`config.mk`:
```
export PLATFORM = sky130hd
export DESIGN_NAME = atan2_cubic_approximation
export DESIGN_NICKNAME = d
export VERILOG_FILES = /design/src/rtl/atan2c_pkg.sv /design/src/rtl/atan2c_div_cell.sv /design/src/rtl/atan2c_poly.sv /design/src/rtl/atan2_cubic_approximation.sv
export SDC_FILE = /design/constraint.sdc
export NUM_CORES = 2
export LEC_CHECK = 0
export CORE_MARGIN = 5
export CORE_UTILIZATION = 45
export CTS_CLUSTER_SIZE = 28
export DETAILED_ROUTE_END_ITERATION = 8
export DONT_BUFFER_PORTS = 1
export GPL_TIMING_DRIVEN = 0
export PLACE_DENSITY = 0.7
export SYNTH_ARGS = -nofsm -noshare
export SYNTH_HDL_FRONTEND = slang
export SYNTH_SLANG_ARGS = --single-unit
```
`constraint.sdc`:
```
create_clock -name clk -period 13.15 [get_ports clk]
set_input_delay 2.63 -clock clk [delete_from_list [all_inputs] [get_ports clk]]
set_output_delay 2.63 -clock clk [all_outputs]
set_load 0.02 [all_outputs]
```
`src/rtl/atan2c_pkg.sv`:
```
`default_nettype none

package atan2c_pkg;

  // Input vector component width and output fraction bits
  localparam int IN_W = 16;
  localparam int AFB  = 13;

  // Ratio is Q1.15: 16 quotient bits, 17 bits once signed
  localparam int Q_W   = 16;
  localparam int R_W   = Q_W + 1;
  localparam int MAG_W = IN_W + 1;
  localparam int REM_W = MAG_W + 1;

  // Product widths of the polynomial datapath (ratio magnitude <= 2^15)
  localparam int R2_W = 31;
  localparam int A_W  = 29;
  localparam int L_W  = 31;
  localparam int C_W  = 60;

  // Q15 coefficients
  localparam logic signed [14:0] COEF_CUBE = 15'sd6432;
  localparam logic signed [16:0] COEF_LIN  = 17'sd32168;

  // Final shift from Q60 down to the angle fraction bits
  localparam int SH    = 60 - AFB;
  localparam int ANG_W = 64 - SH;
  localparam int OUT_W = 16;

  // Offsets in Q60 with the half-up rounding term folded in
  localparam logic signed [63:0] OFF_Q_RND  =
    64'sh0C90FDAA22168C23 + (64'sd1 <<< (SH - 1));
  localparam logic signed [63:0] OFF_3Q_RND =
    64'sh25B2F8FE6643A46A + (64'sd1 <<< (SH - 1));

  // Pipeline depth: one cell per quotient bit, then the polynomial stages
  localparam int POLY_LAT = 4;
  localparam int LAT      = Q_W + POLY_LAT;

  typedef struct packed {
    logic zero;
    logic neg_ang;
    logic hi_off;
    logic neg_q;
  } side_t;

  typedef struct packed {
    logic             valid;
    side_t            side;
    logic [REM_W-1:0] rem;
    logic [MAG_W-1:0] den;
    logic [Q_W-1:0]   quo;
  } div_t;

endpackage

`default_nettype wire

```
`src/rtl/atan2c_div_cell.sv`:
```
`default_nettype none

module atan2c_div_cell (
  input  wire logic         clk,
  input  wire logic         rst_n,
  input  atan2c_pkg::div_t  d_in,
  output atan2c_pkg::div_t  d_out
);
  import atan2c_pkg::*;

  logic             ge;
  logic [MAG_W-1:0] diff;
  div_t             st_nxt;
  div_t             st_r;

  // Resolve one quotient bit: compare, subtract, double the remainder
  always_comb begin
    ge   = d_in.rem >= {1'b0, d_in.den};
    diff = ge ? MAG_W'(d_in.rem - {1'b0, d_in.den}) : d_in.rem[MAG_W-1:0];
    st_nxt     = d_in;
    st_nxt.rem = {diff, 1'b0};
    st_nxt.quo = {d_in.quo[Q_W-2:0], ge};
  end

  // Advance to the next cell every cycle
  always_ff @(posedge clk) begin
    if (!rst_n) begin
      st_r.valid <= 1'b0;
    end else begin
      st_r <= st_nxt;
    end
  end

  assign d_out = st_r;

endmodule

`default_nettype wire

```
`src/rtl/atan2c_poly.sv`:
```
`default_nettype none

module atan2c_poly (
  input  wire logic                         clk,
  input  wire logic                         rst_n,
  input  atan2c_pkg::div_t                  d_in,
  output logic                              out_strobe,
  output logic signed [atan2c_pkg::OUT_W-1:0] out_angle
);
  import atan2c_pkg::*;

  localparam logic signed [ANG_W:0] SAT_HI = (ANG_W + 1)'(32767);
  localparam logic signed [ANG_W:0] SAT_LO = -(ANG_W + 1)'(32768);

  // Stage 1: signed ratio, its square and the two scaled terms
  logic signed [R_W-1:0]     r_s;
  logic signed [2*R_W-1:0]   r2_full;
  logic signed [R_W+14:0]    a_full;
  logic signed [2*R_W-1:0]   l_full;
  logic                      v1_r;
  side_t                     side1_r;
  logic [R2_W-1:0]           r2_r;
  logic signed [A_W-1:0]     a_r;
  logic signed [L_W-1:0]     l1_r;

  // Stage 2: cubic term
  logic signed [A_W+R2_W:0]  c_full;
  logic                      v2_r;
  side_t                     side2_r;
  logic signed [C_W-1:0]     c_r;
  logic signed [L_W-1:0]     l2_r;

  // Stage 3: Q60 sum with rounding
  logic signed [63:0]        cx;
  logic signed [63:0]        lx;
  logic signed [63:0]        off;
  logic signed [63:0]        sum_nxt;
  logic                      v3_r;
  side_t                     side3_r;
  logic signed [63:0]        sum_r;

  // Stage 4: shift, sign and clamp
  logic signed [ANG_W-1:0]   angm;
  logic signed [ANG_W:0]     angx;
  logic signed [ANG_W:0]     angn;
  logic signed [OUT_W-1:0]   ang_nxt;

  always_comb begin
    r_s = d_in.side.neg_q ? -$signed({1'b0, d_in.quo}) : $signed({1'b0, d_in.quo});
    r2_full = r_s * r_s;
    a_full  = r_s * COEF_CUBE;
    l_full  = r_s * COEF_LIN;
  end

  always_comb begin
    c_full = a_r * $signed({1'b0, r2_r});
  end

  always_comb begin
    cx      = 64'(c_r);
    lx      = 64'(l2_r) <<< 30;
    off     = side2_r.hi_off ? OFF_3Q_RND : OFF_Q_RND;
    sum_nxt = cx - lx + off;
  end

  // Floor shift, negate for lower half plane, saturate; a zero vector gives zero
  always_comb begin
    angm = $signed(sum_r[63:SH]);
    angx = {angm[ANG_W-1], angm};
    angn = side3_r.neg_ang ? -angx : angx;
    if (side3_r.zero) begin
      ang_nxt = '0;
    end else if (angn > SAT_HI) begin
      ang_nxt = OUT_W'(SAT_HI);
    end else if (angn < SAT_LO) begin
      ang_nxt = OUT_W'(SAT_LO);
    end else begin
      ang_nxt = angn[OUT_W-1:0];
    end
  end

  // Clear the valid flags under reset and advance them otherwise
  always_ff @(posedge clk) begin
    if (!rst_n) begin
      v1_r       <= 1'b0;
      v2_r       <= 1'b0;
      v3_r       <= 1'b0;
      out_strobe <= 1'b0;
    end else begin
      v1_r       <= d_in.valid;
      v2_r       <= v1_r;
      v3_r       <= v2_r;
      out_strobe <= v3_r;
    end
  end

  // Advance the payload every cycle
  always_ff @(posedge clk) begin
    side1_r   <= d_in.side;
    r2_r      <= r2_full[R2_W-1:0];
    a_r       <= a_full[A_W-1:0];
    l1_r      <= l_full[L_W-1:0];
    side2_r   <= side1_r;
    c_r       <= c_full[C_W-1:0];
    l2_r      <= l1_r;
    side3_r   <= side2_r;
    sum_r     <= sum_nxt;
    out_angle <= ang_nxt;
  end

endmodule

`default_nettype wire

```
`src/rtl/atan2_cubic_approximation.sv`:
```
`default_nettype none

// Vector angle by cubic fit. One request (in_y_value, in_x_value) may be
// issued every clock; busy is always low. The angle (Q2.13 radians) appears
// on out_angle with out_strobe high for one cycle, after the request has
// passed through the ratio divider, a row of 16 registered cells that each
// resolve one quotient bit per cycle, and then 4 polynomial stages (square,
// cube, sum, clamp); there is no way to stall it.
module atan2_cubic_approximation (
  input  wire logic                               clk,
  input  wire logic                               rst_n,
  input  wire logic                               start,
  output logic                                    busy,
  input  wire logic signed [atan2c_pkg::IN_W-1:0] in_y_value,
  input  wire logic signed [atan2c_pkg::IN_W-1:0] in_x_value,
  output logic                                    out_strobe,
  output logic signed [atan2c_pkg::OUT_W-1:0]     out_angle
);
  import atan2c_pkg::*;

  logic signed [IN_W:0]   y_s;
  logic signed [IN_W:0]   ay;
  logic signed [IN_W+1:0] x2;
  logic signed [IN_W+1:0] ay2;
  logic signed [IN_W+1:0] num;
  logic signed [IN_W+1:0] den;
  logic signed [IN_W+1:0] nmag;
  div_t                   chain [Q_W+1];

  assign busy = 1'b0;

  // Form ratio numerator and denominator for the quadrant
  always_comb begin
    y_s  = {in_y_value[IN_W-1], in_y_value};
    ay   = y_s[IN_W] ? -y_s : y_s;
    x2   = {{2{in_x_value[IN_W-1]}}, in_x_value};
    ay2  = {1'b0, ay};
    if (!in_x_value[IN_W-1]) begin
      num = x2 - ay2;
      den = x2 + ay2;
    end else begin
      num = x2 + ay2;
      den = ay2 - x2;
    end
    nmag = num[IN_W+1] ? -num : num;

    chain[0].valid        = start && !busy;
    chain[0].side.zero    = (in_y_value == '0) && (in_x_value == '0);
    chain[0].side.neg_ang = in_y_value[IN_W-1];
    chain[0].side.hi_off  = in_x_value[IN_W-1];
    chain[0].side.neg_q   = num[IN_W+1];
    chain[0].rem          = {1'b0, nmag[MAG_W-1:0]};
    chain[0].den          = den[MAG_W-1:0];
    chain[0].quo          = '0;
  end

  // Divider row: one cell per quotient bit
  for (genvar k = 0; k < Q_W; k++) begin : g_cell
    atan2c_div_cell u_cell (
      .clk   (clk),
      .rst_n (rst_n),
      .d_in  (chain[k]),
      .d_out (chain[k+1])
    );
  end

  atan2c_poly u_poly (
    .clk        (clk),
    .rst_n      (rst_n),
    .d_in       (chain[Q_W]),
    .out_strobe (out_strobe),
    .out_angle  (out_angle)
  );

endmodule

`default_nettype wire

```
# Word level (Yosys, flattened, before mapping)
# Cells that the tools add are included.
# op_classes
n_addsub	24
n_mul	4
n_lt_le_gt_ge	18
n_mux	24
n_reduce_logical	4
# ops
operator	count
17-bit two-way mux	19
18-bit by 17-bit >= comparator with 1-bit output	15
17-bit subtractor	15
64-bit adder	1
62-bit two-way mux	1
60-bit by 61-bit subtractor with 62-bit output	1
24-bit by 32-bit multiplier with 55-bit output	1
18-bit two-way mux	2
16-bit negation with 17-bit output	2
16-bit zero test	2
17-bit by 17-bit multiplier with 31-bit output	1
17-bit by 13-bit multiplier with 28-bit output (second input constant)	1
17-bit by 9-bit multiplier with 24-bit output (second input constant)	1
16-bit by 18-bit adder with 18-bit output	1
18-bit by 16-bit > comparator with 1-bit output (second input constant)	1
18-bit by 16-bit < comparator with 1-bit output (second input constant)	1
17-bit negation with 18-bit output	1
16-bit by 18-bit subtractor with 18-bit output	1
17-bit >= comparator	1
17-bit negation	1
17-bit by 16-bit subtractor with 17-bit output	1
16-bit two-way mux	1
15-bit two-way mux	1
2-bit OR reduction	1
1-bit logical AND	1
# word_totals
regBits	984
input_bits	35
out_inout_bits	18
elab_cells	234

# Depth between registers and ports, before layout
# logic_depth
depth_word	8
ltp_mapped	36
mapped_depth_nobuf	33

# Modules after synthesis
# From an unflattened synthesis, not the netlist that was laid out.
# unflattened
hier_cells	8859
hier_area_um2	95257.6
# by_module_without_submodules
module	instances	cells_each	area_per_inst_um2	seq_area_each_um2
atan2c_poly	1	4973	46335.7	4124.0
atan2c_div_cell (g_cell[0].u_cell ...)	15	210	2841.5	1641.6
atan2_cubic_approximation	1	513	3534.6	0.0
atan2c_div_cell (g_cell[15].u_cell)	1	223	2765.2	1641.6

# Worst setup path before layout
# Ideal clock, no wire load.
# synth_timing
path_kind	register to register
from	reg g_cell[15].u_cell.st_r, in the netlist g_cell[15].u_cell.d_out[0]
to	reg u_poly.r2_r[30]
setup_ps	121
arrival_time_ps	8966
required_time_ps	13029
path_slack_ps	4063
stages_incl_launch_ff	30
n_path_buf	2
synth_period_minus_slack_ps	9087
path_cell_list	edfxtp_1 > inv_1 > clkbuf_1 > ha_1 > or3b_2 > or4_1 > o41ai_1 > nand2_1 > inv_1 > clkbuf_1 > nor2_1 > fa_1 > inv_1 > fa_1 > inv_1 > fa_1 > fa_1 > fa_1 > inv_1 > fa_1 > inv_1 > ha_1 > and3_1 > and3_1 > a2111oi_0 > o31ai_1 > o41a_1 > a21oi_1 > o21bai_1 > xnor2_1
# synth_via
elab_chain_len	3
# synth_rtl
element	line_no	rtl
start: declaration	atan2c_div_cell.sv:14	div_t st_r;
start signal: assignment	atan2c_div_cell.sv:30	st_r <= st_nxt;
16-bit negation with 17-bit output	atan2c_poly.sv:49	r_s = d_in.side.neg_q ? -$signed({1'b0, d_in.quo}) : $signed({1'b0, d_in.quo});
17-bit two-way mux *	atan2c_poly.sv:49	
17-bit by 17-bit multiplier with 31-bit output *	atan2c_poly.sv:50	r2_full = r_s * r_s;
net u_poly.r2_full[30]	atan2c_poly.sv:17	logic signed [2*R_W-1:0] r2_full;
end signal: assignment	atan2c_poly.sv:100	r2_r <= r2_full[R2_W-1:0];
end: declaration	atan2c_poly.sv:22	logic [R2_W-1:0] r2_r;
# Mark *: on every way through the listed nets, which the timed path passes. The rest lies on a longest branch.
# A chain may end at the register's enable or synchronous reset.

# Worst setup path in the final report
# Same ends and word-level chain as after synthesis.

==> impl_results.md <==
* Final Hold Vio Count at 0
* Die Span X at 446 um
* Run status: finished with violations
* Critical path required time at 13.80 ns
* Most frequent cells after synthesis: inv_1 (1695), fa_1 (1026), ha_1 (801)
* GPL Wtd Cong at 0.988
* Maxcap violations at 1
* TritonCTS clock tree: built
* Clock sink total at 932
* Crit-path max FO at 19
* DR vias/cell at 5.27
* DR pass1 iterations at 5
* DR vias at 58200
* Share of the synthesized area in the top cell type at 24.9%
* DP HPWL at 165000 um
* Area of the die at 199000 um2
* Skew-Pair Late Insertion Delay at 0.77 ns
* Total Routing Usage GR at 20.8%
* Reg2reg setup slack at 1.29 ns
* Crit-path leading delay family: adder cells
* CP peak stage delay at 1.24 ns
* EDFF count, synth at 710
* Count leader, synth: inv_1
* Routed WL per cell at 18.6 um
* Final clock skew at 0.0549 ns
* Hold path depth at 0
* Violated checks: capacitance limit, slew limit
* CTS H-tree depth at 3
* Slew headroom at -78.8%
* Final setup viols at 0
* Seq/Total Area, Yosys at 30.1%
* Postcts setup bufs at 0
* Cell taking the most area after synthesis: edfxtp_1
* #FFs+latches synth at 932
* Synth Flop Type: edfxtp_1
* Synth top area cells: edfxtp_1 (25%), fa_1 (24%), ha_1 (12%)
* Pin count of the biggest net entering global routing at 713
* Layout cells sized above 1 at 5.10%
* Syn Inst Count at 8317
* FF-to-FF End: u_poly.r2_r[30]
* Worst Tran Pin Value at 2.68 ns
* Cts bufs inserted at 106
* Hold Path Origin: u_poly.l1_r[30]
* Number of global-route vias before repair at 60700
* Final Max Slew Viols at 610
* First-pass GRT wire length at 328000 um
* Worst Setup End Kind: flip-flop
* Post-Route WL at 206000 um
* Port Buf Inserts at 0
* Maximum clock path buffer count at 3
* Starting density of the core at 45.1%
* Fin nets at 10300
* Core Region at 190000 um2
* Routed Antenna Nets at 0
* Root Driver: clkbuf_16
* Initial drt markers at 3897
* Unrepaired setup endpoints after global routing: no
* Overflow after GRT at 0
* Metal-1 WL at 85200 um
* FFs w/ async S/R, synth at 0%
* Initial antenna violation count at 4
* Gates resized, CTS repair at 0
* Die Y at 446 um
* Ports at 53
* Avg Cell Area, Syn at 10.3 um2
* Layout area overhead at 8.40%
* Uppermost routed layer: met5
* Critical Path AT at 12.51 ns
* Reg2reg start: g_cell[15].u_cell.d_out[0]
* Met2 Wirelength at 96900 um
* Hold buffers post-CTS at 0
* Detail Route met3 WL at 13300 um
* Row count at 160
* Worst hold path class: reg -> reg
* Min Clock Period, post-route at 11.86 ns
* Tcrit/Tclk final at 90.2%
* Critical Path Start Type: flip-flop
* DRC at 0
* Clock-pin slew on the worst setup and hold paths at 0.06 ns
* Crit. Startpoint: g_cell[15].u_cell.d_out[0]
* Buffers and inverters on the worst path at 7
* Worst min-delay path endpoint: u_poly.l2_r[30]
* Crit Path Category: reg -> reg
* Most used cell, CP: fa_1
* CP max stage cell: clkinv_1
* Yosys cell types at 91
* Synth warn at 0
* Setup tns final at 0 ns
* Reg2Reg Depth at 29
* Fmax at 84.3 MHz
* Cell area after synthesis at 85500 um2
==> worst max path at each step <==
stage | endpoint | depth (start not counted) | slack (ns)
after global placement | u_poly.r2_r[30] | 25 | 0.12
after detailed placement | u_poly.r2_r[30] | 29 | 1.25
final | u_poly.r2_r[30] | 29 | 1.29
after CTS | u_poly.r2_r[30] | 29 | 1.23
after global routing | u_poly.r2_r[30] | 29 | 0.73
after floorplan | u_poly.r2_r[30] | 29 | 4.06
==> logic make-up (layout without fill, tap and decap cells) <==
| group | count (synthesis) | after routing | synth area share [%] |
|---|---|---|---|
| compound gates | 1029 | 1029 | 7.80 |
| flops | 932 | 932 | 30.1 |
| mux | 205 | 205 | 2.67 |
| xor+xnor | 411 | 411 | 4.21 |
| other cells | 2 | 20 | 0.00878 |
| fa+ha+maj | 1827 | 1827 | 35.7 |
| simple gates | 1998 | 1998 | 11.1 |
| buf+inv | 1913 | 2121 | 8.42 |
==> flip-flops by register name (all words and copies together), names as in the netlist <==
| name | count |
|---|---|
| g_cell.u_cell.d_out | 726 |
| u_poly.a_r | 23 |
| u_poly.c_r | 54 |
| u_poly.l1_r | 26 |
| u_poly.l2_r | 28 |
| u_poly.out_angle | 16 |
| u_poly.out_strobe | 1 |
| u_poly.r2_r | 30 |
| u_poly.side1_r | 3 |
| u_poly.side2_r | 3 |
| u_poly.side3_r | 2 |
| u_poly.sum_r | 17 |
| u_poly.v1_r | 1 |
| u_poly.v2_r | 1 |
| u_poly.v3_r | 1 |
==> per-layer routing <==
metal  vias to the layer above  GRT usage [%]
li1                      27100              -
met1                     28900           26.6
met2                      1717           34.6
met3                       503           3.99
met4                         4           9.20
met5                         -              0
==> layout by cell type, fill, tap and decap left out, types with 19 or more instances in the layout <==
master / synthesis / final
a211oi_1: 32 / 32
a21boi_0: 75 / 75
a21o_1: 100 / 100
a21oi_1: 262 / 262
a31oi_1: 35 / 35
and2_1: 292 / 292
and3_1: 24 / 24
clkbuf_1: 191 / 207
clkbuf_16: 0 / 109
clkinv_1: 4 / 19
dfxtp_1: 222 / 222
edfxtp_1: 710 / 710
fa_1: 1026 / 1026
ha_1: 801 / 801
inv_1: 1695 / 1695
mux2_2: 184 / 184
mux2i_1: 21 / 21
nand2_1: 741 / 741
nand2b_1: 75 / 75
nand3_1: 80 / 80
nand4_1: 67 / 67
nor2_1: 439 / 439
nor2b_1: 64 / 64
nor3_1: 89 / 89
nor4_1: 23 / 23
o211ai_1: 21 / 21
o21a_1: 45 / 45
o21ai_0: 251 / 250
o21bai_1: 37 / 37
o31ai_1: 33 / 33
or3_1: 35 / 35
xnor2_1: 283 / 275
xor2_1: 128 / 127
==> area by class of cell <==
class,count,area [um2]
diodes,7,17.5
plain buffers,212,818
clock buffers,129,2820
clock inverters,68,936
fillers,17000,96800
inverters,1701,6380
multi-input cells,5483,52700
flip-flops and latches,932,25800
well taps,2511,3140
repair buffers,11,150
==> per-stage QoR <==
step / setup slack (ns) / hold slack, ns / util (%) / std cells / instance area [um2]
5_1_grt: 0.733 / 0.329 / 48.9 / 11000 / 92700
6_report: 1.29 / 0.305 / 48.9 / 11100 / 92700
4_1_cts: 1.23 / 0.325 / 48.9 / 11000 / 92700
3_3_place_gp: 0.116 / 0.311 / 46.8 / 10800 / 88700
3_5_place_dp: 1.25 / 0.312 / 46.9 / 10900 / 89000
2_1_floorplan: 4.06 / 0.310 / - / 8328 / 85600
Power is left out: the tool's default activity adds up to more than one toggle a clock period on the data nets, which glitch-free logic cannot reach.
